`src/hdl/sifb_pkg.sv`:
```
// Shared types and constants for the stuffed information frame builder.
// No dependencies; every other file in hdl/ except sifb_checker refers to this package.
`timescale 1ns / 1ps

package sifb_pkg;

   localparam int unsigned QUEUE_DEPTH = 2;

   localparam logic [7:0] STUFF_XOR = 8'h20;

   localparam int unsigned CSR_INDEX_W = 3;

   typedef enum logic [CSR_INDEX_W-1:0] {
      CSR_FLAG     = 3'd0,
      CSR_ESCAPE   = 3'd1,
      CSR_ADDRESS  = 3'd2,
      CSR_CTL_ZERO = 3'd3,
      CSR_CTL_ONE  = 3'd4
   } csr_index_type;

   localparam logic [7:0] FLAG_RESET     = 8'h7E;
   localparam logic [7:0] ESCAPE_RESET   = 8'h7D;
   localparam logic [7:0] ADDRESS_RESET  = 8'h03;
   localparam logic [7:0] CTL_ZERO_RESET = 8'h00;
   localparam logic [7:0] CTL_ONE_RESET  = 8'h40;

   typedef struct packed {
      logic [7:0] flag_byte;
      logic [7:0] escape_byte;
      logic [7:0] address_byte;
      logic [7:0] control_seq_zero;
      logic [7:0] control_seq_one;
   } cfg_type;

   typedef struct packed {
      logic       hdr;
      logic [7:0] ctl;
      logic [7:0] data;
      logic       data_esc;
      logic       last;
      logic [7:0] chk;
      logic       chk_esc;
   } desc_type;

endpackage

```
`src/hdl/sifb_csr.sv`:
```
// Configuration register file of the frame builder.
// Depends on sifb_pkg for the register index codes and reset values.
`timescale 1ns / 1ps

module sifb_csr (
   input  logic                                clock,
   input  logic                                reset,
   input  logic                                csr_valid,
   output logic                                csr_ready,
   input  logic [sifb_pkg::CSR_INDEX_W-1:0]    csr_index,
   input  logic [7:0]                          csr_data,
   output sifb_pkg::cfg_type                   cfg
);

   sifb_pkg::cfg_type cfg_ff;

   assign csr_ready = 1'b1;
   assign cfg       = cfg_ff;

   always_ff @(posedge clock) begin
      if (reset) begin
         cfg_ff.flag_byte        <= sifb_pkg::FLAG_RESET;
         cfg_ff.escape_byte      <= sifb_pkg::ESCAPE_RESET;
         cfg_ff.address_byte     <= sifb_pkg::ADDRESS_RESET;
         cfg_ff.control_seq_zero <= sifb_pkg::CTL_ZERO_RESET;
         cfg_ff.control_seq_one  <= sifb_pkg::CTL_ONE_RESET;
      end else if (csr_valid) begin
         unique case (csr_index)
            sifb_pkg::CSR_FLAG:     cfg_ff.flag_byte        <= csr_data;
            sifb_pkg::CSR_ESCAPE:   cfg_ff.escape_byte      <= csr_data;
            sifb_pkg::CSR_ADDRESS:  cfg_ff.address_byte     <= csr_data;
            sifb_pkg::CSR_CTL_ZERO: cfg_ff.control_seq_zero <= csr_data;
            sifb_pkg::CSR_CTL_ONE:  cfg_ff.control_seq_one  <= csr_data;
            default: ;
         endcase
      end
   end

endmodule

```
`src/hdl/sifb_front.sv`:
```
// Front end: accepts payload requests, tracks frame state and check byte,
// and classifies each request into a descriptor. Depends on sifb_pkg.
`timescale 1ns / 1ps

module sifb_front (
   input  logic                 clock,
   input  logic                 reset,
   input  sifb_pkg::cfg_type    cfg,
   input  logic                 req_valid,
   output logic                 req_stall,
   input  logic [7:0]           req_data_byte,
   input  logic                 req_last_byte,
   input  logic                 req_seq_bit,
   input  logic                 q_full,
   output logic                 q_push,
   output sifb_pkg::desc_type   q_desc
);

   logic       in_frame_ff;
   logic       in_frame_in;
   logic [7:0] accum_ff;
   logic [7:0] accum_in;
   logic [7:0] chk;

   assign req_stall = q_full;
   assign q_push    = req_valid && !q_full;

   always_comb begin
      chk = (in_frame_ff ? accum_ff : 8'h00) ^ req_data_byte;

      q_desc.hdr      = !in_frame_ff;
      q_desc.ctl      = req_seq_bit ? cfg.control_seq_one : cfg.control_seq_zero;
      q_desc.data     = req_data_byte;
      q_desc.data_esc = (req_data_byte == cfg.flag_byte) ||
                        (req_data_byte == cfg.escape_byte);
      q_desc.last     = req_last_byte;
      q_desc.chk      = chk;
      q_desc.chk_esc  = (chk == cfg.flag_byte) || (chk == cfg.escape_byte);

      in_frame_in = in_frame_ff;
      accum_in    = accum_ff;
      if (q_push) begin
         in_frame_in = !req_last_byte;
         accum_in    = req_last_byte ? 8'h00 : chk;
      end
   end

   always_ff @(posedge clock) begin
      if (reset) begin
         in_frame_ff <= 1'b0;
         accum_ff    <= 8'h00;
      end else begin
         in_frame_ff <= in_frame_in;
         accum_ff    <= accum_in;
      end
   end

endmodule

```
`src/hdl/sifb_queue.sv`:
```
// Descriptor queue between front end and back end.
// Depends on sifb_pkg for the descriptor type.
`timescale 1ns / 1ps

module sifb_queue #(
   parameter int unsigned DEPTH = sifb_pkg::QUEUE_DEPTH
) (
   input  logic                 clock,
   input  logic                 reset,
   input  logic                 push,
   input  sifb_pkg::desc_type   push_desc,
   output logic                 full,
   input  logic                 pop,
   output logic                 empty,
   output sifb_pkg::desc_type   head
);

   localparam int unsigned PTR_W = (DEPTH > 1) ? $clog2(DEPTH) : 1;
   localparam int unsigned CNT_W = $clog2(DEPTH + 1);

   sifb_pkg::desc_type mem [DEPTH];

   logic [PTR_W-1:0] wr_ptr_ff;
   logic [PTR_W-1:0] rd_ptr_ff;
   logic [CNT_W-1:0] count_ff;
   logic             do_push;
   logic             do_pop;

   assign full    = (count_ff == CNT_W'(DEPTH));
   assign empty   = (count_ff == '0);
   assign head    = mem[rd_ptr_ff];
   assign do_push = push && !full;
   assign do_pop  = pop && !empty;

   always_ff @(posedge clock) begin
      if (do_push) begin
         mem[wr_ptr_ff] <= push_desc;
      end
   end

   always_ff @(posedge clock) begin
      if (reset) begin
         wr_ptr_ff <= '0;
         rd_ptr_ff <= '0;
         count_ff  <= '0;
      end else begin
         if (do_push) begin
            wr_ptr_ff <= (wr_ptr_ff == PTR_W'(DEPTH - 1)) ? '0 : wr_ptr_ff + 1'b1;
         end
         if (do_pop) begin
            rd_ptr_ff <= (rd_ptr_ff == PTR_W'(DEPTH - 1)) ? '0 : rd_ptr_ff + 1'b1;
         end
         if (do_push && !do_pop) begin
            count_ff <= count_ff + 1'b1;
         end else if (do_pop && !do_push) begin
            count_ff <= count_ff - 1'b1;
         end
      end
   end

endmodule

```
`src/hdl/sifb_back.sv`:
```
// Back end: steps through each descriptor and emits one frame byte per
// cycle into the response register while not stalled. Depends on sifb_pkg.
`timescale 1ns / 1ps

module sifb_back (
   input  logic                 clock,
   input  logic                 reset,
   input  sifb_pkg::cfg_type    cfg,
   input  logic                 q_empty,
   input  sifb_pkg::desc_type   q_head,
   output logic                 q_pop,
   output logic                 rsp_valid,
   input  logic                 rsp_stall,
   output logic [7:0]           rsp_out_byte,
   output logic                 rsp_run_last,
   output logic                 rsp_frame_end
);

   typedef enum logic [3:0] {
      ST_FLAG,
      ST_ADDR,
      ST_CTL,
      ST_HCHK,
      ST_DESC,
      ST_DATA,
      ST_CESC,
      ST_CHK,
      ST_CLOSE
   } step_type;

   sifb_pkg::desc_type cur_ff;
   step_type           step_ff;
   step_type           step_in;
   step_type           first_step;
   logic               busy_ff;
   logic               load;
   logic               done;
   logic [7:0]         byte_in;
   logic               run_last_in;
   logic               frame_end_in;

   logic       rsp_valid_ff;
   logic [7:0] rsp_out_byte_ff;
   logic       rsp_run_last_ff;
   logic       rsp_frame_end_ff;

   assign rsp_valid     = rsp_valid_ff;
   assign rsp_out_byte  = rsp_out_byte_ff;
   assign rsp_run_last  = rsp_run_last_ff;
   assign rsp_frame_end = rsp_frame_end_ff;

   assign load  = !rsp_valid_ff || !rsp_stall;
   assign q_pop = load && (!busy_ff || done) && !q_empty;

   always_comb begin
      if (q_head.hdr) begin
         first_step = ST_FLAG;
      end else if (q_head.data_esc) begin
         first_step = ST_DESC;
      end else begin
         first_step = ST_DATA;
      end

      byte_in      = cur_ff.data;
      run_last_in  = 1'b0;
      frame_end_in = 1'b0;
      done         = 1'b0;
      step_in      = step_ff;
      unique case (step_ff)
         ST_FLAG: begin
            byte_in = cfg.flag_byte;
            step_in = ST_ADDR;
         end
         ST_ADDR: begin
            byte_in = cfg.address_byte;
            step_in = ST_CTL;
         end
         ST_CTL: begin
            byte_in = cur_ff.ctl;
            step_in = ST_HCHK;
         end
         ST_HCHK: begin
            byte_in = cfg.address_byte ^ cur_ff.ctl;
            step_in = cur_ff.data_esc ? ST_DESC : ST_DATA;
         end
         ST_DESC: begin
            byte_in = cfg.escape_byte;
            step_in = ST_DATA;
         end
         ST_DATA: begin
            byte_in     = cur_ff.data_esc ? (cur_ff.data ^ sifb_pkg::STUFF_XOR)
                                          : cur_ff.data;
            run_last_in = !cur_ff.last;
            done        = !cur_ff.last;
            step_in     = cur_ff.chk_esc ? ST_CESC : ST_CHK;
         end
         ST_CESC: begin
            byte_in = cfg.escape_byte;
            step_in = ST_CHK;
         end
         ST_CHK: begin
            byte_in = cur_ff.chk_esc ? (cur_ff.chk ^ sifb_pkg::STUFF_XOR)
                                     : cur_ff.chk;
            step_in = ST_CLOSE;
         end
         ST_CLOSE: begin
            byte_in      = cfg.flag_byte;
            run_last_in  = 1'b1;
            frame_end_in = 1'b1;
            done         = 1'b1;
         end
         default: begin
            done = 1'b1;
         end
      endcase
   end

   always_ff @(posedge clock) begin
      if (reset) begin
         busy_ff      <= 1'b0;
         step_ff      <= ST_FLAG;
         rsp_valid_ff <= 1'b0;
      end else if (load) begin
         rsp_valid_ff     <= busy_ff;
         rsp_out_byte_ff  <= byte_in;
         rsp_run_last_ff  <= run_last_in;
         rsp_frame_end_ff <= frame_end_in;
         if (busy_ff && !done) begin
            step_ff <= step_in;
         end else if (!q_empty) begin
            cur_ff  <= q_head;
            step_ff <= first_step;
            busy_ff <= 1'b1;
         end else begin
            busy_ff <= 1'b0;
         end
      end
   end

endmodule

```
`src/hdl/stuffed_info_frame_builder_core.sv`:
```
// Top level of the stuffed information frame builder.
// Instantiates sifb_csr, sifb_front, sifb_queue and sifb_back; uses sifb_pkg.
`timescale 1ns / 1ps

// Each payload request turns into one to nine frame bytes on the response
// channel: a four-byte header on the first byte of a frame, one or two bytes
// for the stuffed payload byte, and on the last byte the stuffed check byte
// and a closing flag. The back-end sequencer emits one response per cycle
// while it has a descriptor and the response channel is not stalled, so a
// request holds the back end for one step per byte it produces. Requests are
// taken every cycle while the descriptor queue (QUEUE_DEPTH entries) has
// room; a request passes through a queue entry and the back end's current
// descriptor register before its first byte reaches the response register.
// Write the csr registers only while no frame bytes are pending.

module stuffed_info_frame_builder_core #(
   parameter int unsigned QUEUE_DEPTH = sifb_pkg::QUEUE_DEPTH
) (
   input  logic                              clock,
   input  logic                              reset,
   input  logic                              req_valid,
   output logic                              req_stall,
   input  logic [7:0]                        req_data_byte,
   input  logic                              req_last_byte,
   input  logic                              req_seq_bit,
   output logic                              rsp_valid,
   input  logic                              rsp_stall,
   output logic [7:0]                        rsp_out_byte,
   output logic                              rsp_run_last,
   output logic                              rsp_frame_end,
   input  logic                              csr_valid,
   output logic                              csr_ready,
   input  logic [sifb_pkg::CSR_INDEX_W-1:0]  csr_index,
   input  logic [7:0]                        csr_data
);

   sifb_pkg::cfg_type  cfg;
   sifb_pkg::desc_type push_desc;
   sifb_pkg::desc_type head;
   logic               push;
   logic               full;
   logic               pop;
   logic               empty;

   sifb_csr u_csr (
      .clock     (clock),
      .reset     (reset),
      .csr_valid (csr_valid),
      .csr_ready (csr_ready),
      .csr_index (csr_index),
      .csr_data  (csr_data),
      .cfg       (cfg)
   );

   sifb_front u_front (
      .clock         (clock),
      .reset         (reset),
      .cfg           (cfg),
      .req_valid     (req_valid),
      .req_stall     (req_stall),
      .req_data_byte (req_data_byte),
      .req_last_byte (req_last_byte),
      .req_seq_bit   (req_seq_bit),
      .q_full        (full),
      .q_push        (push),
      .q_desc        (push_desc)
   );

   sifb_queue #(
      .DEPTH (QUEUE_DEPTH)
   ) u_queue (
      .clock     (clock),
      .reset     (reset),
      .push      (push),
      .push_desc (push_desc),
      .full      (full),
      .pop       (pop),
      .empty     (empty),
      .head      (head)
   );

   sifb_back u_back (
      .clock         (clock),
      .reset         (reset),
      .cfg           (cfg),
      .q_empty       (empty),
      .q_head        (head),
      .q_pop         (pop),
      .rsp_valid     (rsp_valid),
      .rsp_stall     (rsp_stall),
      .rsp_out_byte  (rsp_out_byte),
      .rsp_run_last  (rsp_run_last),
      .rsp_frame_end (rsp_frame_end)
   );

endmodule

```
`config.mk`:
```
export PLATFORM = sky130hd
export DESIGN_NAME = stuffed_info_frame_builder_core
export DESIGN_NICKNAME = d
export VERILOG_FILES = /design/src/hdl/sifb_pkg.sv /design/src/hdl/sifb_csr.sv /design/src/hdl/sifb_front.sv /design/src/hdl/sifb_queue.sv /design/src/hdl/sifb_back.sv /design/src/hdl/stuffed_info_frame_builder_core.sv
export SDC_FILE = /design/constraint.sdc
export NUM_CORES = 1
export LEC_CHECK = 0
export ABC_AREA = 1
export BUFFER_PORTS_ARGS = -buffer_cell sky130_fd_sc_hd__buf_2
export CELL_PAD_IN_SITES_DETAIL_PLACEMENT = 2
export CELL_PAD_IN_SITES_GLOBAL_PLACEMENT = 2
export CORE_ASPECT_RATIO = 1.25
export CORE_UTILIZATION = 39
export CTS_CLUSTER_SIZE = 16
export DETAILED_ROUTE_END_ITERATION = 8
export GPL_ROUTABILITY_DRIVEN = 1
export GPL_TIMING_DRIVEN = 0
export PLACE_DENSITY_LB_ADDON = 0.1
export SYNTH_ARGS = -nofsm -noshare
export SYNTH_HDL_FRONTEND = slang
export SYNTH_HIERARCHICAL = 1
export SYNTH_SLANG_ARGS = --single-unit
export TNS_END_PERCENT = 50
```
`constraint.sdc`:
```
create_clock -name clock -period 3.47 [get_ports clock]
set_clock_uncertainty 0.1 [all_clocks]
set_input_delay 0.347 -clock clock [delete_from_list [all_inputs] [get_ports clock]]
set_output_delay 0.347 -clock clock [all_outputs]
set_load 0.02 [all_outputs]
```
# After elaboration in Yosys (flattened, before gate mapping)
# Memory sizes are Yosys's and may differ from the RTL's. A register that Yosys moved wholly into a read port is not among the register bits.
# Index checks and enable logic that the tools add are counted.
# word_totals
ff_bits	96
ram_bits	56
inputBits	26
out_inout_bits	13
wordCells	117
memories	1
# op_classes
add_sub_neg	4
eq_ne	19
n_mux	25
bitwise	7
reduce_logical	39
# memory_table
memory	depth	word_bits	rd	rd_clocked_by_memory_dff	write_ports	line_no	source
u_queue.mem	2	28	1	1	1	sifb_queue.sv:21	sifb_pkg::desc_type mem [DEPTH];
# op_table
cell	n
$pmux 8 s7	1
$eq 8x8->1	4
$pmux 4 s8	1
$mux 8	3
$eq 4x3->1 const B	4
$xor 8x8->8	2
$reduce_and 2->1	7
$mux 4	3
$mux 6	2
$logic_not 1->1	11
$mux 1	11
$ne 9x9->1 const B	1
$eq 4x2->1 const B	2
$logic_and 1x1->1	8
$reduce_or 7->1	1
$eq 3x2->1 const B	2
$not 1->1	5
$eq 4x1->1 const B	1
$eq 4x4->1 const B	1
$logic_not 4->1	1
$logic_or 1x1->1	4
$mux 2	2
$pmux 1 s2	2
$reduce_and 4->1	1
other kinds (12)	14

# Logic depth before layout (Yosys ltp)
# Gate-level depths: netlist (run 1).
# depth
ltp_word	10
mapped_depth	14

# Hierarchy
# Netlist (run 1), hierarchy kept.
# by_module_without_submodules
mod	n_inst	cells_per_inst	area_each_um2	seq_area_each_um2
sifb_queue	1	124	2373.5	1781.7
sifb_back	1	204	1980.6	1231.2
sifb_csr	1	226	1619.1	800.8
sifb_front	1	236	1310.0	180.2

# Worst setup path after synthesis (run 1)
# OpenSTA, ideal clock, no wires.
# synth_timing
path_kind	register to register
start	reg u_back.step_ff[1]
end	reg u_back/cur_ff[0] (netlist bit), enable pin
setup_time_ns	0.411
arrival_ns	2.051
required_ns	2.959
setup_slack_ns	0.908
path_stages_with_launch	6
path_buffers	0
period_less_slack_ns	2.562
cell_sequence	dfxtp_1 > nor2_1 > nand2_1 > nand3_2 > nand3_1 > nor2_1
# synth_via
elab_chain_len	7
elab_cells_between_ends	14
# synth_rtl
element	line_no	source
from (decl)	sifb_back.sv:32	step_type step_ff;
from (signal assigned)	sifb_back.sv:129	step_ff <= step_in;
from (signal assigned)	sifb_back.sv:132	step_ff <= first_step;
$eq 4x1->1 (tied with other cells)	sifb_back.sv:69	unique case (step_ff)
$reduce_or 7->1 (no source line)	-	
$pmux 1 s2 (*)	sifb_back.sv:69	
$logic_not 1->1 (*)	sifb_back.sv:128	if (busy_ff && !done) begin
$logic_and 1x1->1 (*)	sifb_back.sv:128	
$not 1->1 (no source line) (*)	-	
$reduce_and 4->1 (no source line) (*)	-	
to (signal assigned)	sifb_back.sv:131	cur_ff <= q_head;
to (decl)	sifb_back.sv:31	sifb_pkg::desc_type cur_ff;
# Every way passes the cells marked *; elsewhere a longest branch is shown, timed or not.
# A chain may end at the register's enable or synchronous reset.

# Final worst setup path (run 1)
# layout_timing
start	reg u_back.step_ff[1]
end	reg u_back/cur_ff[13] (netlist bit), enable pin
# Same word-level chain as after synthesis.

==> results of run 1 <==
path summary, 6_finish.rpt:
check / start / endpoint / slack (ns) / depth (start not counted)
min reg2reg: u_csr/cfg[4] / u_csr/cfg[4] / 0.39 / 2
max reg2reg: u_back/step_ff[1] / u_back/cur_ff[13] / 1.05 / 6
min: csr_data[3] / u_csr/cfg[35] / 0.05 / 3
max: u_back/step_ff[1] / u_back/cur_ff[13] / 1.05 / 6
registers in the layout (all words and copies together), names as in the netlist, named ones only:
register and count:
u_back/step_ff 4, u_back/rsp_run_last 1, u_back/rsp_valid 1, u_back/cur_ff 27
u_queue/rd_ptr_ff 1, u_csr/cfg 40, u_queue/count_ff 2, u_queue/mem 56
u_front/accum_ff 8, u_front/in_frame_ff 1, u_back/rsp_frame_end 1, u_back/rsp_out_byte 8
u_queue/wr_ptr_ff 1, u_back/busy_ff 1
critical path: stages, from the launching register on:
cell	delay (ns)
dfxtp_1	0.36
nor2_1	0.35
nand2_1	0.16
nand3_2	0.18
nand3_1	0.16
nor2_2	0.50
buf_8	0.28
kinds of logic (layout without fill, tap and decap cells):
family          Yosys count  count (layout)  share of synthesized area, %
simple gates            445             445                          27.4
flops                   153             153                          54.8
xor+xnor                 10              10                          1.20
fa+ha+maj                 1               1                         0.172
mux                      36              36                          6.60
compound gates           41              41                          3.01
buf+inv                 103             172                          6.75
other cells               1               1                        0.0515
synth_stat cells (all sizes together):
| cell | instances | share of area, % |
|---|---|---|
| clkbuf | 3 | 0.15 |
| clkinv | 4 | 0.22 |
| nand2 | 244 | 14 |
| nor2 | 92 | 5.7 |
| edfxtp | 93 | 38 |
| xnor2 | 2 | 0.24 |
| nand3 | 93 | 6.6 |
| and2 | 1 | 0.086 |
| o21ai | 17 | 1.3 |
| conb | 1 | 0.051 |
| a21oi | 21 | 1.4 |
| xor2 | 8 | 0.96 |
| inv | 72 | 3.7 |
| mux2 | 36 | 6.6 |
| o22ai | 1 | 0.086 |
| or2 | 1 | 0.086 |
| a211oi | 2 | 0.21 |
| nor3 | 4 | 0.34 |
| nand4 | 10 | 0.86 |
| dfxtp | 60 | 16 |
| ha | 1 | 0.17 |
| buf | 24 | 2.7 |
per-stage QoR:
step | total power [mW] | hold slack [ns] | worst slack [ns]
floorplan | 3.66 | 0.316 | 0.908
global placement | 4.10 | 0.358 | 0.209
detailed placement | 4.28 | 0.375 | 1.12
CTS | 6.22 | 0.0376 | 1.06
global route | 6.44 | 0.0531 | 0.938
finish | 6.17 | 0.0523 | 1.05
final cells by class:
type	count	area (um^2)
Clock buffer	23	490
Inverter	76	287
Clock inverter	9	114
Fill cell	1987	9780
Multi-Input combinational cell	534	2820
Buffer	27	205
Sequential cell	153	3990
Tap cell	228	285
Timing Repair Buffer	37	195
per-layer routing:
| layer | vias up | routed length [um] | global-route usage [%] |
|---|---|---|---|
| met4 | 0 | 638 | 10.2 |
| met2 | 100 | 12500 | 47.3 |
| met3 | 33 | 611 | 4.25 |
| met1 | 2893 | 9910 | 30.5 |
| met5 | - | 0 | 0 |
| li1 | 2697 | - | - |
power breakdown:
group	switching (mW)	internal (mW)
Sequential	0.192	2.39
Combinational	1.10	0.593
Clock	0.753	1.15
==> impl_metrics.yaml, run 1 <==
status:
  status: "finished clean"
setup_path:
  crit_path_start_kind: "register"
  cp-end-kind: "register"
  arrival_ns: 2.44
  critical_path.max_fanout: 19
  crit_type: "register to register"
  crit_required_ns: 3.49
synth:
  syn-num-nets: 817
  yosysSeqAreaShare_pct: 54.8
  yosysWarnings: 6
  synthCells: 790
  syn_area_um2: 7280
  synth_area_per_cell_um2: 9.22
  ys_ff_latch: 153
  synth_cell_types: 37
cells_and_area:
  final_core_util_pct: 46.2
  instances_no_fill: 1087
  layout_common_cells: "nand2_1, edfxtp_1, nand3_1, nor2_1, inv_1"
  num_antenna_cells: 0
  drive_above_1_share_pct: 20.0
  syn2layout_area_growth_pct: 15.1
  final_common_cell: "nand2_1"
  final_nets: 873
  finalInstanceArea_um2: 8390
placement:
  io_buffers: 36
  hpwl_um: 17500
  placed_area_um2: 7780
  gp_congestion: 0.798
  dp_cells: 1055
die:
  start_util_pct: 40.1
  io_pins: 39
  die_y_um: 155
  dieWidth_um: 124
  die-area_um2: 19200
  std_cell_rows: 55
  core_area_um2: 18200
timing:
  period_needed_ns: 2.42
  setup_violations: 0
  fin_crit_sh_pct: 69.7
  tightest_slew_ns: 1.02
  tns_ns: 0
  slew_headroom_pct: 32.3
  hold_viol_final: 0
  drv_slew: 0
  fmax_mhz: 413
  rsz0062_at_grt: "false"
global_route:
  gr-total-overflow: 0
  antenna_found_initial: 0
  grt.total_usage_pct: 26.0
  grt_pass1_vias: 6394
  grt_max_degree: 29
  grt_pass1_wl_um: 37200
clock_network:
  cts_tree: "done"
  clock-sinks: 153
  cts_max_level: 4
  cts_resized: 0
  numCtsBuffers: 17
  clk_pin_slew_ns: 0.06
  root_buffer: "clkbuf_16"
  holdBufCountCts: 0
  cts_max_path_buffers: 2
  postCtsSetupRepairBufs: 0
  worstSkewPairLatency_ns: 0.43
detailed_routing:
  vias_per_cell: 5.26
  ant_nets: 0
  drcViolationCount: 0
  wl_per_cell_um: 21.8
  routed_wl_um: 23700
  num_vias: 5723
  dr.pass1.iters: 4
  dr.first_iter.drc_count: 300
power_and_ir_drop:
  peakVddDrop_uv: 397
  total_leakage_power_nw: 3.69
  powerDensity_nw_per_um2: 736
worst_hold_path:
  hold_class: "input port to register"
flow_run:
  drv_cap: 0
Note: power is estimated with default switching activity, not from simulation.
==> inputs of run 2 (changes only) <==
--- a/config.mk
+++ b/config.mk
@@ -10,7 +10,7 @@
 export CELL_PAD_IN_SITES_DETAIL_PLACEMENT = 2
 export CELL_PAD_IN_SITES_GLOBAL_PLACEMENT = 2
 export CORE_ASPECT_RATIO = 1.25
-export CORE_UTILIZATION = 39
+export CORE_UTILIZATION = 35
 export CTS_CLUSTER_SIZE = 16
 export DETAILED_ROUTE_END_ITERATION = 8
 export GPL_ROUTABILITY_DRIVEN = 1
==> constraint.sdc (replaced) <==
create_clock -name clock -period 2 [get_ports clock]
set_clock_uncertainty 0.1 [all_clocks]
set_input_delay 0.2 -clock clock [delete_from_list [all_inputs] [get_ports clock]]
set_output_delay 0.2 -clock clock [all_outputs]
set_load 0.02 [all_outputs]
==> impl_metrics.yaml, run 2 (synthesized netlist as in run 1, its figures left out) <==
detailed_routing:
  vias_per_cell: 4.95
  drcViolationCount: 0
  num_vias: 5647
  dr.first_iter.drc_count: 193
  ant_nets: 0
  dr.pass1.iters: 4
  routed_wl_um: 22500
  wl_per_cell_um: 19.8
global_route:
  antenna_found_initial: 0
  grt_pass1_wl_um: 35700
  grt.total_usage_pct: 23.0
  grt_max_degree: 29
  gr-total-overflow: 0
  grt_pass1_vias: 6364
cells_and_area:
  largest_register_ffs: 56
  finalInstanceArea_um2: 8570
  num_antenna_cells: 0
  final_common_cell: "nand2_1"
  fill_cells: 2216
  final_nets: 884
  syn2layout_area_growth_pct: 17.7
  drive_above_1_share_pct: 21.1
  final_core_util_pct: 42.3
  top_register: "u_queue/mem"
  layout_common_cells: "nand2_1, edfxtp_1, nand3_1, nor2_1, inv_1"
die:
  dieWidth_um: 131
  die_y_um: 163
  std_cell_rows: 58
  die-area_um2: 21400
  io_pins: 39
  start_util_pct: 36.0
  core_area_um2: 20200
timing:
  period_needed_ns: 2.10
  tightest_slew_ns: 0.987
  fin_crit_sh_pct: 105
  setup_violations: 56
  slew_headroom_pct: 34.2
  drv_slew: 0
  fmax_mhz: 476
  setup_ws_ns: -0.102
  hold_viol_final: 0
  rsz0062_at_grt: "true"
flow_run:
  drv_cap: 0
clock_network:
  cts_max_level: 4
  worstSkewPairLatency_ns: 0.44
  clock-sinks: 153
  cts_tree: "done"
  clk_pin_slew_ns: 0.06
  cts_max_path_buffers: 2
  numCtsBuffers: 17
  root_buffer: "clkbuf_16"
power_and_ir_drop:
  peakVddDrop_uv: 666
  powerDensity_nw_per_um2: 1230
  total_leakage_power_nw: 3.71
placement:
  placed_area_um2: 7820
  gp_congestion: 0.833
  hpwl_um: 16900
  io_buffers: 36
setup_path:
  crit_type: "register to register"
  crit_family: "simple AND/OR/NAND/NOR gates"
  crit_path_start_kind: "register"
  critical_path.max_fanout: 28
  crit_required_ns: 1.96
  max_stage_delay_ns: 0.71
  cp_num_cells: 5
  cp-end-kind: "register"
  r2r_cells: 5
  arrival_ns: 2.06
  slowest_stage: "nor2_4"
  reg2reg_slack_ns: -0.10
  cp_num_buf_inv: 1
  crit_path_cell_trace: "inv_1 -> nor2_1 -> nor2_2 -> o21ai_2 -> nor2_4"
  r2r-start: "u_queue/count_ff[1]"
  setup.worst_path.start: "u_queue/count_ff[1]"
status:
  status: "finished with violations"
  violations: "negative setup slack"
worst_hold_path:
  whs_path_depth: 2
  hold_class: "input port to register"
  hp-start: "req_data_byte[3]"
[run 2: timing repair]
action	CTS	global route
pin swaps	2	1
gates resized for setup	8	3
hold buffers	9	0
gates cloned	1	0
hold endpoints to repair	19	0
endpoints found under the setup margin	85	59
buffers inserted	2	0
[run 2: worst paths after layout]
path	to
min reg2reg	u_csr/cfg[2]
min	u_queue/mem[1][14]
max	u_queue/mem[0][24]
max reg2reg	u_queue/mem[0][24]
[run 2: metrics by stage]
stage	setup TNS (ns)	hold slack [ns]	power [mW]	setup WS (ns)	instances
floorplan	-0.670	0.169	6.35	-0.0120	790
global placement	-41.48	0.345	7.14	-0.604	1096
detailed placement	-18.30	0.353	7.34	-0.322	1096
CTS	-6.06	0.0108	10.7	-0.130	1140
global route	-11.50	0.0257	11.1	-0.215	1140
finish	-4.46	0.0300	10.6	-0.102	1140
[run 2: where the power goes]
part / internal [mW] / switching (mW)
Combinational: 1.10 / 1.87
Clock: 1.74 / 1.39
Sequential: 4.14 / 0.320
[run 2: per-layer routing]
| metal | part of all wire, % | vias to the layer above | GRT usage [%] |
|---|---|---|---|
| li1 | - | 2729 | - |
| met1 | 42 | 2810 | 26.6 |
| met2 | 53 | 84 | 41.6 |
| met3 | 3.2 | 24 | 5.08 |
| met4 | 2.0 | 0 | 7.47 |
| met5 | 0 | - | 0 |
[run 2: area by class of cell]
type / count / area (um^2) / share of cell area, %
flip-flops and latches: 153 / 4000 / 46.6
multi-input cells: 535 / 2880 / 33.6
clock buffers: 18 / 429 / 5.01
well taps: 270 / 338 / 3.94
repair buffers: 47 / 298 / 3.47
inverters: 76 / 287 / 3.34
plain buffers: 27 / 205 / 2.39
clock inverters: 14 / 143 / 1.66
